--- config.mk ---
export PLATFORM = sky130hd
export DESIGN_NAME = fosct_mem
export DESIGN_NICKNAME = d
export VERILOG_FILES = /design/src/sv/fosct_pkg.sv /design/src/sv/fosct_mem.sv
export SDC_FILE = /design/constraint.sdc
export NUM_CORES = 2
export LEC_CHECK = 0
export ABC_CLOCK_PERIOD_IN_PS = 6000
export BUFFER_PORTS_ARGS = -buffer_cell sky130_fd_sc_hd__buf_2
export CAP_MARGIN = 20
export CORE_ASPECT_RATIO = 0.7
export CORE_MARGIN = 2
export CORE_UTILIZATION = 50
export DETAILED_ROUTE_END_ITERATION = 6
export PLACE_DENSITY = 0.68
export SLEW_MARGIN = 0
export SYNTH_ARGS = -nofsm -noshare
export SYNTH_HDL_FRONTEND = slang
export SYNTH_MEMORY_MAX_BITS = 65536
export SYNTH_SLANG_ARGS = --single-unit
--- constraint.sdc ---
create_clock -name clock -period 6 [get_ports clock]
set_input_delay 0.9 -clock clock [delete_from_list [all_inputs] [get_ports clock]]
set_output_delay 0.9 -clock clock [all_outputs]
set_load 0.05 [all_outputs]
--- src/sv/fosct_pkg.sv ---
package fosct_pkg;

   // field widths of the request and response
   localparam int DB_W    = 32;
   localparam int ROLE_W  = 32;
   localparam int KIND_W  = 3;
   localparam int SKIND_W = 2;
   localparam int SLOT_W  = 7;
   localparam int CFG_W   = 7;

   // slot index answered when nothing was found or claimed
   localparam logic [SLOT_W-1:0] NO_SLOT = '1;
   // slots_in_use after reset
   localparam logic [CFG_W-1:0] SLOTS_RESET = 7'd64;

   typedef enum logic [2:0] {
      ST_CLEAR,
      ST_IDLE,
      ST_LOOKUP,
      ST_SCAN,
      ST_DONE
   } fosct_state_type;

   // one table entry as stored in the memory
   typedef struct packed {
      logic [DB_W-1:0]    db;
      logic [ROLE_W-1:0]  role;
      logic [SKIND_W-1:0] kind;
   } fosct_entry_type;

   // one response item
   typedef struct packed {
      logic [SLOT_W-1:0] slot;
      logic              claimed;
      logic              full;
      logic              first;
   } fosct_result_type;

   // control toward the memo
   typedef struct packed {
      logic               load_key;
      logic               update;
      logic [SKIND_W-1:0] sel;
      logic [SLOT_W-1:0]  slot;
   } fosct_memo_cmd_type;

   // status back from the memo
   typedef struct packed {
      logic              key_same;
      logic              hit;
      logic [SLOT_W-1:0] slot;
   } fosct_memo_stat_type;

endpackage

--- src/sv/fosct_mem.sv ---
module fosct_mem #(
   parameter int DEPTH  = 64,
   parameter int ADDR_W = 6
) (
   input  logic                       clock,
   input  logic                       wr_en,
   input  logic [ADDR_W-1:0]          wr_addr,
   input  fosct_pkg::fosct_entry_type wr_data,
   input  logic [ADDR_W-1:0]          rd_addr,
   output fosct_pkg::fosct_entry_type rd_data
);
   import fosct_pkg::*;

   fosct_entry_type mem_ff [DEPTH];
   fosct_entry_type rd_data_ff;

   // single write port
   always_ff @(posedge clock) begin
      if (wr_en) begin
         mem_ff[wr_addr] <= wr_data;
      end
   end

   // registered read port
   always_ff @(posedge clock) begin
      rd_data_ff <= mem_ff[rd_addr];
   end

   assign rd_data = rd_data_ff;

endmodule

==> impl_metrics.toml <==
[die]
chipWidth_um = 681
floorplan.initialDensity = 0.501
top_level_ports = 146
floorplan.rows = 174
fp.coreArea_um2 = 320000
floorplan.die_area_um2 = 326000
floorplan.die.height_um = 478

[critical_path]
worst-endpoint-required_ns = 6.86
worstReg2RegEnd = "rd_data[19]"
arrival_time_of_data_at_the_critical_path_endpoint_ns = 4.83
worst_r2r_startpoint = "mem_ff[51][19]"
timing.critical_path.fanout_max = 31
setup.worst_path.end_class = "flip-flop"
setup.reg_to_reg.worst_slack_ns = 3.73
cp-start-kind = "input pin"
ff2ff_path_depth = 5
criticalPathCategory = "in2reg"

[worst_hold_path]
hold_path_cells = 1
hold_wc_startpoint = "wr_data[52]"
hp-class = "in2reg"
end_point_of_the_worst_hold_path = "mem_ff[47][52]"

[timing]
final.min_clock_period_ns = 3.97
finalSetupViolations = 0
worst-slew-pin-transition_ns = 1.26
rsz0062_at_grt = "false"
slew_violations = 0
timing.max_slew.rel_slack = 0.159
setup_tns_ns = 0
finClkSkew_ns = 0.0428
final.period_utilization = 0.661
max_clock_freq_mhz = 252
finalHoldViolations = 0

[global_routing]
number_of_antenna_violations_at_the_first_check_in_global_routing = 46
first_global_vias = 76981
grt_pass1_wl_um = 622000
grt_start_max_net_pins = 109
grt_overflow_total = 0
track_usage = 0.275

[yosys]
synth_xor_area_frac = 0
simple_gate_fraction_of_synth_area = 0.0131
yosysUniqueCellTypes = 36
netlist_instances = 6852
synth_mux_area_frac = 0.148
synth-edff-count = 4224
yosys.area.top_type_share = 0.790
post_synth_net_total = 6932
ys_dominant_reg_cell = "sky130_fd_sc_hd__edfxtp_1"
largest_family_of_logic_cells_by_synthesized_area = "multiplexers"
synth_top_cells_by_area = "sky130_fd_sc_hd__edfxtp_1 (79%), sky130_fd_sc_hd__mux4_2 (14%), sky130_fd_sc_hd__o22ai_1 (1.2%), sky130_fd_sc_hd__dfxtp_1 (0.82%), sky130_fd_sc_hd__mux2i_1 (0.64%)"
yosys-top-cells-count = "sky130_fd_sc_hd__edfxtp_1 (4224), sky130_fd_sc_hd__mux4_2 (1009), sky130_fd_sc_hd__o22ai_1 (318)"
synth_seq_area_share = 0.799
synth.ff_latch_count = 4290
synth-async-reset-ratio = 0
synthDominantAreaCellType = "sky130_fd_sc_hd__edfxtp_1"
synth_compound_gate_area_share = 0.0279
netlist_area_um2 = 160000
synth.yosys.warnings = 0
post_synth_fa_ha_maj_area_fraction = 0
synthMostInstantiatedCell = "sky130_fd_sc_hd__edfxtp_1"
syn_avg_cell_area_um2 = 23.4

[clock_network]
cts.htree.levels = 5
cts_hold_repair.buffers = 0
cts_root_buf = "sky130_fd_sc_hd__clkbuf_16"
postCtsSetupBuffers = 0
path_clk_slew_ns = 0.07
number_of_gates_resized_after_cts = 0
cts_sinks = 4290
cts_buffers = 380
clock_path_buffers = 4
tritoncts = "built"
clock_latency_ns = 0.94

[cells_and_area]
layout.cell_area.non_filler_um2 = 181000
n_fill_cell = 22833
areaGrowthSynthToFinish_pct = 12.6
ff_latch_area_um2 = 128000
final_layout_size_suffix_gt1_frac = 0.272
area_occupied_by_multi_input_gates_um2 = 31000
num-nets-final = 7357

[power]
power.leakage_nw = 55.6
worst_ir_drop_vdd_mv = 0.297
power.density_nw_per_um2 = 334

[placement]
place_area_um2 = 168000
place.gp.congestion = 0.821
portBuffers = 145
dp.final_hpwl_um = 249000

[route]
drt_first_pass_iters = 7
wirelength_routed_um = 452000
antenna_violating_nets_left = 0
route.detailed.wl_per_inst_um = 37.9
drc_errors = 2
detailroute.via_count = 80363
viasPerCell = 6.75
dr.first_iter.drc_count = 14238

[outcome]
status = "finished, violations left"
failing_checks = "design-rule violations"

[run]
cap_violations = 0
-- layout make-up --
cell class              count  share of cell area
multi-input cells        2163               0.172
clock inverters           177             0.00853
flip-flops and latches   4290               0.709
diodes                     14            0.000194
clock buffers             508              0.0569
well taps                4312              0.0299
repair buffers            442              0.0235
-- sequential cells by signal, summed over array words and instances (netlist names) --
signal   cells
mem_ff    4224
rd_data     66
-- metrics by stage --
stage / total power [mW] / setup slack [ns] / instances / hold slack (ns) / util
after floorplan: 35.6 / 0.973 / 6852 / 0.694 / -
after global placement: 37.0 / 1.34 / 11154 / 0.836 / 0.524
after detailed placement: 37.1 / 1.31 / 11160 / 0.834 / 0.524
after CTS: 60.3 / 2.30 / 11845 / 0.487 / 0.561
after global routing: 61.7 / 2.22 / 11898 / 0.232 / 0.564
final: 60.3 / 2.03 / 11906 / 0.249 / 0.564
-- where the power goes --
group / switching (mW) / internal (mW)
clock: 10.7 / 13.0
sequential: 0.176 / 33.2
combinational: 2.10 / 1.07
-- routing by layer --
metal	vias to the layer above	track usage	part of all wire
met2	6175	0.398	0.44
met4	24	0.0802	0.034
met1	42885	0.417	0.38
li1	30496	-	-
met3	783	0.0716	0.14
met5	-	0	0.00035
-- worst max-delay path: stages --
cell,delay [ns]
sky130_fd_sc_hd__buf_4,0.52
sky130_fd_sc_hd__buf_4,0.41
sky130_fd_sc_hd__nor2b_2,0.07
sky130_fd_sc_hd__buf_4,0.26
sky130_fd_sc_hd__nand2_4,0.53
sky130_fd_sc_hd__buf_4,0.84
sky130_fd_sc_hd__o22ai_1,0.14
sky130_fd_sc_hd__nor4_1,0.83
sky130_fd_sc_hd__o22a_1,0.22
-- cell usage in the layout (no fill, tap or decap), types with 10 or more instances in the layout --
cell type                       n
sky130_fd_sc_hd__clkbuf_8      14
sky130_fd_sc_hd__clkinv_1      70
sky130_fd_sc_hd__clkbuf_1     107
sky130_fd_sc_hd__a22oi_1       53
sky130_fd_sc_hd__a21oi_1       12
sky130_fd_sc_hd__diode_2       14
sky130_fd_sc_hd__a211oi_1     106
sky130_fd_sc_hd__buf_12        94
sky130_fd_sc_hd__mux4_2      1009
sky130_fd_sc_hd__dfxtp_1       66
sky130_fd_sc_hd__nor2b_1       87
sky130_fd_sc_hd__nor2_4        62
sky130_fd_sc_hd__o221ai_1      66
sky130_fd_sc_hd__nor4_1        56
sky130_fd_sc_hd__edfxtp_1    4224
sky130_fd_sc_hd__nand3_1       25
sky130_fd_sc_hd__bufinv_16     22
sky130_fd_sc_hd__nand2_1       21
sky130_fd_sc_hd__clkinvlp_4    13
sky130_fd_sc_hd__buf_2        139
sky130_fd_sc_hd__a31oi_1       10
sky130_fd_sc_hd__nor3_1        56
sky130_fd_sc_hd__nor2_1        57
sky130_fd_sc_hd__clkinv_2      57
sky130_fd_sc_hd__clkbuf_16    387
sky130_fd_sc_hd__o22ai_1      318
sky130_fd_sc_hd__mux2i_1      102
sky130_fd_sc_hd__o22a_1        56
sky130_fd_sc_hd__buf_4        202
-- worst max-delay path by stage --
stage	start	to	slack (ns)
after floorplan	wr_addr[5]	mem_ff[39][0]	0.97
after global placement	rd_addr[3]	rd_data[22]	1.34
after detailed placement	rd_addr[3]	rd_data[22]	1.31
after CTS	rd_addr[3]	rd_data[22]	2.30
after global routing	rd_addr[3]	rd_data[22]	2.22
final	rd_addr[3]	rd_data[22]	2.03
-- logic make-up after synthesis --
kind of cell | count (synthesis)
compound gates | 634
buf+inv | 399
mux | 1118
simple gates | 411
flops | 4290
Power figures use the tool's default switching activity.
