$ cat config.mk
export PLATFORM = sky130hd
export DESIGN_NAME = fosct_memo
export DESIGN_NICKNAME = d
export VERILOG_FILES = /design/src/sv/fosct_pkg.sv /design/src/sv/fosct_memo.sv
export SDC_FILE = /design/constraint.sdc
export NUM_CORES = 1
export LEC_CHECK = 0
export BUFFER_PORTS_ARGS = -buffer_cell sky130_fd_sc_hd__buf_4
export CAP_MARGIN = 5
export CORE_ASPECT_RATIO = 0.5
export CORE_MARGIN = 10
export CORE_UTILIZATION = 58
export DETAILED_ROUTE_END_ITERATION = 10
export HOLD_SLACK_MARGIN = 0.05
export PLACE_DENSITY_LB_ADDON = 0.25
export SLEW_MARGIN = 20
export SYNTH_ARGS = -nofsm -noshare
export SYNTH_HDL_FRONTEND = slang
export SYNTH_SLANG_ARGS = --single-unit
$ cat constraint.sdc
create_clock -name clock -period 4.2 [get_ports clock]
set_input_delay 0.21 -clock clock [delete_from_list [all_inputs] [get_ports clock]]
set_output_delay 0.21 -clock clock [all_outputs]
set_load 0.03 [all_outputs]
$ cat src/sv/fosct_pkg.sv
package fosct_pkg;

   // field widths of the request and response
   localparam int DB_W    = 32;
   localparam int ROLE_W  = 32;
   localparam int KIND_W  = 3;
   localparam int SKIND_W = 2;
   localparam int SLOT_W  = 7;
   localparam int CFG_W   = 7;

   // slot index answered when nothing was found or claimed
   localparam logic [SLOT_W-1:0] NO_SLOT = '1;
   // slots_in_use after reset
   localparam logic [CFG_W-1:0] SLOTS_RESET = 7'd64;

   typedef enum logic [2:0] {
      ST_CLEAR,
      ST_IDLE,
      ST_LOOKUP,
      ST_SCAN,
      ST_DONE
   } fosct_state_type;

   // one table entry as stored in the memory
   typedef struct packed {
      logic [DB_W-1:0]    db;
      logic [ROLE_W-1:0]  role;
      logic [SKIND_W-1:0] kind;
   } fosct_entry_type;

   // one response item
   typedef struct packed {
      logic [SLOT_W-1:0] slot;
      logic              claimed;
      logic              full;
      logic              first;
   } fosct_result_type;

   // control toward the memo
   typedef struct packed {
      logic               load_key;
      logic               update;
      logic [SKIND_W-1:0] sel;
      logic [SLOT_W-1:0]  slot;
   } fosct_memo_cmd_type;

   // status back from the memo
   typedef struct packed {
      logic              key_same;
      logic              hit;
      logic [SLOT_W-1:0] slot;
   } fosct_memo_stat_type;

endpackage

$ cat src/sv/fosct_memo.sv
module fosct_memo #(
   parameter int KIND_COUNT = 4
) (
   input  logic                           clock,
   input  logic                           reset,
   input  logic [fosct_pkg::DB_W-1:0]     key_db,
   input  logic [fosct_pkg::ROLE_W-1:0]   key_role,
   input  fosct_pkg::fosct_memo_cmd_type  cmd,
   output fosct_pkg::fosct_memo_stat_type stat
);
   import fosct_pkg::*;

   localparam int MW = (KIND_COUNT > 1) ? $clog2(KIND_COUNT) : 1;

   logic [DB_W-1:0]   memo_db_ff;
   logic [ROLE_W-1:0] memo_role_ff;
   logic              valid_ff [KIND_COUNT];
   logic [SLOT_W-1:0] slot_ff  [KIND_COUNT];
   logic              sel_ok;
   logic [MW-1:0]     sel_idx;

   // kinds past the memo size bypass it
   assign sel_ok  = int'(cmd.sel) < KIND_COUNT;
   assign sel_idx = MW'(cmd.sel);

   // key and valid bits; a new key drops every entry
   always_ff @(posedge clock) begin
      if (reset) begin
         memo_db_ff   <= '0;
         memo_role_ff <= '0;
         for (int k = 0; k < KIND_COUNT; k++) begin
            valid_ff[k] <= 1'b0;
         end
      end else if (cmd.load_key) begin
         memo_db_ff   <= key_db;
         memo_role_ff <= key_role;
         for (int k = 0; k < KIND_COUNT; k++) begin
            valid_ff[k] <= 1'b0;
         end
      end else if (cmd.update && sel_ok) begin
         valid_ff[sel_idx] <= 1'b1;
      end
   end

   // remembered slot per kind
   always_ff @(posedge clock) begin
      if (cmd.update && sel_ok) begin
         slot_ff[sel_idx] <= cmd.slot;
      end
   end

   // lookup
   always_comb begin
      stat.key_same = (memo_db_ff == key_db) && (memo_role_ff == key_role);
      stat.hit      = stat.key_same && sel_ok && valid_ff[sel_idx];
      stat.slot     = slot_ff[sel_idx];
   end

endmodule

==> results of run 1 <==
[sequential cells by signal, summed over array words and instances (netlist names)]
register / count
slot_ff: 28
valid_ff: 4
memo_role_ff: 32
memo_db_ff: 32
[metrics by stage]
stage                     instances  cell area, um^2
after global placement          505             4780
after global routing            522             5080
after floorplan                 344             4100
final                           522             5080
after CTS                       521             5070
after detailed placement        505             4790
[worst reg2reg max path: cells and delay by family (launching register included)]
family           cells  cell delay [ps]
and+or+nand+nor      1               70
DFF                  1              340
muxes                1              180
[repair_timing]
| item | in CTS | in global routing |
|---|---|---|
| buffers inserted | 0 | 0 |
| hold buffers | 0 | 1 |
| hold endpoints to repair | 0 | 4 |
[per-layer routing]
metal  global-route usage, %  share of wire [%]  vias to the layer above
met2                    28.8                 53                       63
met4                    5.07               0.67                        0
met1                    16.9                 39                     1331
met3                    6.95                6.3                        6
li1                        -                  -                     1363
met5                       0                  0                        -
[synthesized netlist by cell type]
| library cell | instances | share of area [%] |
|---|---|---|
| nor2_1 | 66 | 6.0 |
| o21a_1 | 4 | 0.73 |
| mux4_2 | 8 | 4.4 |
| nand4_1 | 4 | 0.61 |
| xor2_1 | 64 | 14 |
| buf_1 | 2 | 0.18 |
| nor4_1 | 16 | 2.4 |
| nor4_2 | 1 | 0.31 |
| and3b_1 | 1 | 0.21 |
| clkbuf_1 | 6 | 0.55 |
| nand2_1 | 1 | 0.091 |
| edfxtp_1 | 28 | 21 |
| and2_1 | 1 | 0.15 |
| mux2i_1 | 64 | 16 |
| nor3b_1 | 1 | 0.18 |
| buf_2 | 8 | 0.98 |
| and3_1 | 1 | 0.15 |
| dfxtp_1 | 68 | 33 |
[how the worst min path moves through the flow]
stage               slack [ps]  cells past startpoint       endpoint   start
floorplan                  310                      0  slot_ff[0][0]  cmd[0]
global placement           410                      1  slot_ff[2][2]  cmd[2]
detailed placement         420                      1  slot_ff[3][2]  cmd[2]
CTS                         60                      1  slot_ff[2][2]  cmd[2]
global route                50                      1  slot_ff[1][0]  cmd[0]
finish                      70                      1  slot_ff[1][1]  cmd[1]
[report_power, final]
| part | switching (uW) | internal, uW | total [uW] | leakage (uW) |
|---|---|---|---|---|
| Clock | 353 | 407 | 760 | 0.000136 |
| Combinational | 126 | 133 | 259 | 0.00137 |
| Sequential | 28.1 | 1000 | 1030 | 0.000818 |
| Total | 507 | 1540 | 2050 | 0.00232 |
[area by class of cell]
class	instances	area (um^2)	share of cell area (%)
flip-flops and latches	96	2200	43.3
well taps	92	115	2.27
multi-input cells	232	1830	36.1
repair buffers	86	648	12.8
clock buffers	9	225	4.43
clock inverters	7	56.3	1.11
[logic make-up after synthesis]
| group | Yosys count | synth area share, % |
|---|---|---|
| compound gates | 4 | 0.732 |
| buf+inv | 16 | 1.71 |
| mux | 72 | 20.0 |
| flops | 96 | 53.7 |
| xor+xnor | 64 | 13.7 |
| simple gates | 92 | 10.2 |
==> summary.md, run 1 <==
| Metric | Value |
|---|---|
| Post-layout minimum cycle time | between 2000 and 3000 ps |
| Crit path launch type | register |
| Gp weighted congestion | around 0.7 |
| Max clock buf depth | 2 |
| Average size of a mapped cell | 11.9 um^2 |
| Global-route wire length before repair | around 14 mm |
| Port bufs | 85 |
| FF-to-FF path depth | 2 |
| Design Power | around 2100 uW |
| Pre-CTS setup slack | ~1900 ps |
| Total iterations of the first detailed-routing run | 4 |
| H-Tree Depth | 3 |
| PnR worst setup slack | about 1500 ps |
| Sequential-to-total area share from yosys stat | ~54% |
| Maxcap violations | 0 |
| CTS Root Cell | clkbuf_16 |
| Commonest non-fill, non-tap cells in the layout | buf_4, dfxtp_1, nor2_1, xor2_1, mux2i_1 |
| Post-cts sizing count | 0 |
| Yosys warns | 0 |
| Via count | approximately 2.8k |
| Leak | 0.00232 uW |
| Initial antenna violation count | 0 |
| Clock slew seen by the registers of the worst setup and hold paths | approximately 70 ps |
| Starting Density | roughly three fifths |
| Worst hold margin | around 67 ps |
| WP data arrival | 2450 ps |
| Share of cells above drive strength 1 | between 20% and 30% |
| Chip height | around 80 um |
| Worst endpoint required time | around 4000 ps |
| RR Startpoint | memo_role_ff[14] |
| Die Width | 139 um |
| Fillers | around 480 |
| CORE AREA | 6780 um^2 |
| DIE AREA | around 11000 um^2 |
| Relative slew margins | a little over a quarter |
| DP HPWL | ~6.5 mm |
| Post-Route Utilization | between 70 and 80% |
| Drt wl/cell | between 15 and 20 um |
| Crit-path leading delay family | simple AND/OR/NAND/NOR gates |
| DRT antenna net count | 0 |
| Vias/cell | approximately 5.3 |
| NumNets Final | roughly 500 |
| IR drop worst, VDD | ~0.28 mV |
| Yosys cell types | 18 |
| R2r endpoint | memo_role_ff[14] |
| Cell Pwr Density | ~400 nW/um^2 |
| Critical Path End Type | output pin |
| CP Class | reg2out |
| Final hold violations | 0 |
| Worst R2R Setup Slack | between 3000 and 4000 ps |
| CP Max Fanout | 2 |
| RSZ-0062 raised after global routing | false |
| Area grow syn2layout | 23.9% |
| Worst-Skew Late Latency | 340 ps |
| Fin crit share | 63.4% |
| Crit path depth | 6 |
| Largest net degree at the start of global routing | 66 |
| I/O pin cnt | between 80 and 90 |
| Max incr delay on CP | around 550 ps |
| CP cell instances | xor2_1 -> nor4_1 -> nand4_1 -> nor4_2 -> and2_1 -> buf_4 |
| Worst slew pin tran | ~1100 ps |
| Total CTS buffers | 9 |
| TritonCTS clock tree | built |
| ANT cells | 0 |
| GRT Residual Overflow | 0 |
| Setup TNS | 0 ps |
| Vias in the first global route | 2973 |
| Crit path buf inv count | 1 |
| Synthesized flop and latch total | between 90 and 100 |
| Max Freq | ~380 MHz |
| Critical path startpoint | memo_role_ff[21] |
| Row Count | 21 |
| Final Skew | 0 ps |
| DRC | 0 |
| Netlist area before placement | around 4100 um^2 |
| Commonest non-fill, non-tap cell in the layout | buf_4 |
| Routed WL | between 8 and 9 mm |
| Critical-path top delay cell | nor4_1 |
| CTS sink cnt | 96 |
| Tot GR Track Use | 16.0% |
| Post-Syn Instances | 344 |
| End point of the critical path | stat[7] |
| Syn Nets | between 400 and 500 |
| Detailed router's first-iteration violation count | approximately 80 |
| Max Slew Vio Count | 0 |
| # setup viols final | 0 |
| Hold WC Path Type | in2reg |
| Status | finished, final reports clean |
No activity file was read; power rests on OpenSTA's default activity.
==> run 2, diff against run 1 <==
--- a/config.mk
+++ b/config.mk
@@ -9,7 +9,7 @@
 export CAP_MARGIN = 5
 export CORE_ASPECT_RATIO = 0.5
 export CORE_MARGIN = 10
-export CORE_UTILIZATION = 58
+export CORE_UTILIZATION = 49
 export DETAILED_ROUTE_END_ITERATION = 10
 export HOLD_SLACK_MARGIN = 0.05
 export PLACE_DENSITY_LB_ADDON = 0.25
==> constraint.sdc (replaced) <==
create_clock -name clock -period 2.3 [get_ports clock]
set_input_delay 0.115 -clock clock [delete_from_list [all_inputs] [get_ports clock]]
set_output_delay 0.115 -clock clock [all_outputs]
set_load 0.03 [all_outputs]
==> summary.md, run 2 (synthesis gave the netlist of run 1 again) <==
| Metric | Value |
|---|---|
| Status | finished, final reports clean |
| Gp weighted congestion | 0.724 (+3.6%) |
| Vias/cell | 4.98 (-5.9%) |
| CORE AREA | 8090 um^2 (+19%) |
| Detailed router's first-iteration violation count | 153 (+89%) |
| TritonCTS clock tree | built |
| WP data arrival | 2140 ps (-310 ps) |
| CP Class | in2out |
| Crit path launch type | input pin |
| CTS Root Cell | clkbuf_16 |
| NumNets Final | 562 (+12%) |
| GRT Residual Overflow | 0 (unchanged) |
| Sw Share | 24.8% (+0.071 points) |
| Starting Density | 50.7% (-9.8 points) |
| Fin cells | 603 (+16%) |
| H-Tree Depth | 3 (unchanged) |
| Total CTS buffers | 9 (unchanged) |
| Busiest metal layer after global routing | met2 |
| Port bufs | 85 (unchanged) |
| M2 GR Usage | 28.9% (+0.086 points) |
| Post-layout minimum cycle time | approximately 2300 ps |
| Clock share of power | 36.6% (-0.4 points) |
| Tot GR Track Use | 15.7% (-0.31 points) |
| Die Width | 149 um (+7.5%) |
| Cell Pwr Density | 669 nW/um^2 (+66%) |
| # setup viols final | 0 (unchanged) |
| Worst slew pin tran | 701 ps (-387 ps) |
| IR drop worst, VDD | 0.464 mV (+67%) |
| Final hold violations | 0 (unchanged) |
| Fin crit share | 98.0% |
| Max clock buf depth | 2 (unchanged) |
| Chip height | 84.7 um (+6.6%) |
| DP HPWL | 6.80 mm (+4.0%) |
| Maxcap violations | 0 (unchanged) |
| DP Cell Count | 529 (+4.8%) |
| Total iterations of the first detailed-routing run | 4 (unchanged) |
| Initial antenna violation count | 1 (+1) |
| P_sw | 963 uW (+90%) |
| Worst endpoint required time | 2180 ps (-1810 ps) |
| Gate power share | 14.9% (+2.3 points) |
| Hold WC Path Type | in2reg |
| DRC | 0 (unchanged) |
| Met3 GRT Util | 5.51% (-1.4 points) |
| DRT antenna net count | 0 (unchanged) |
| CTS sink cnt | 96 (unchanged) |
| Leak | 0.00262 uW (+13%) |
| Critical Path End Type | output pin |
| Global-route wire length before repair | 15.9 mm (+12%) |
| Final Skew | 0 ps (unchanged) |
| Via count | 3002 (+8.7%) |
| Routed WL | 9.81 mm (+12%) |
| Area grow syn2layout | 41.7% |
| Commonest non-fill, non-tap cell in the layout | buf_4 |
| Worst-Skew Late Latency | 330 ps (about the same) |
| Largest registers | memo_db_ff (32), memo_role_ff (32), slot_ff (28) |
| Commonest non-fill, non-tap cells in the layout | buf_4, dfxtp_1, nor2_1, mux2i_1, xor2_1 |
| I/O pin cnt | 86 (unchanged) |
| Pre-CTS setup slack | 330 ps (-1580 ps) |
| Share of cells above drive strength 1 | 24.5% (-1.3 points) |
| Sequential share of power | 48.5% (-1.8 points) |
| Largest net degree at the start of global routing | 66 (unchanged) |
| Vias in the first global route | 3277 (+10%) |
| DIE AREA | 12700 um^2 (+15%) |
| Clock slew seen by the registers of the worst setup and hold paths | 60 ps (about the same) |
| Row Count | 23 (+9.5%) |
| Max Freq | roughly 440 MHz |
| Drt wl/cell | 16.3 um (-3.2%) |
| PnR worst setup slack | 45.3 ps (-1490 ps) |
| Relative slew margins | 53.1% (+26 points) |
| Max Slew Vio Count | 0 (unchanged) |
| CP Max Fanout | 2 (unchanged) |
| Grt met1 use | 16.3% (-0.62 points) |
| Internal | 2920 uW (+89%) |
[run 2: changes by cell type in the layout (fill, tap and decap cells not counted), moves of 2 or more]
cell,delta
nor4_1,-11
nor4_2,+10
dlygate4sd3_1,+60
dlymetal6s4s_1,+2
buf_4,-3
[run 2: stage by stage]
step | power [uW] | util [%] | TNS (ps) | cell area (um^2) | hold slack (ps)
finish | 3890 | 71.9 | 0 | 5810 | 48.4
global route | 4040 | 71.9 | -7.21 | 5810 | 61.8
CTS | 3900 | 71.4 | 0 | 5770 | 50.4
detailed placement | 2400 | 59.8 | 0 | 4840 | 322
global placement | 2370 | 59.8 | 0 | 4840 | 314
floorplan | 2190 | - | 0 | 4100 | 214
[run 2: area by class of cell]
cell class	instances	area [um^2]
multi-input combinational	232	1910
antenna	1	2.50
tap	112	140
fill	587	2270
timing repair buffer	146	1260
sequential	96	2200
clock inverter	6	51.3
clock buffer	10	239
[run 2: metal layers]
layer	part of all wire, %	up-vias
met3	5.3	15
met1	40	1442
met2	53	67
met4	1.7	0
met5	0	-
li1	-	1478
[run 2: path summary, 6_finish.rpt]
check / from / to / slack [ps] / cells after the start
max: key_role[22] / stat[7] / 50 / 8
min: key_role[1] / memo_role_ff[1] / 50 / 3
max reg2reg: memo_db_ff[9] / memo_db_ff[9] / 1580 / 2
min reg2reg: valid_ff[1] / valid_ff[1] / 470 / 1
[run 2: power by group through the flow]
stage	clock network [uW]	registers (uW)	logic (uW)
after detailed placement	0	1920	478
after global placement	0	1910	459
after global routing	1520	1890	630
after floorplan	0	1910	278
after CTS	1450	1880	568
final	1420	1890	578
[run 2: worst max-delay path, cell delays in order]
cell and delay, ps:
dlygate4sd3_1 550, buf_4 150, xor2_1 150, nor4_2 290, nand4_1 200, nor4_4 360, and2_1 190, buf_6 140
[run 2: repair_timing]
action,in CTS,in global routing
endpoints found under the hold margin,83,1
gates resized for setup,3,13
endpoints found under the setup margin,1,2
pin swaps,0,11
hold buffers,62,1
setup buffers,0,0
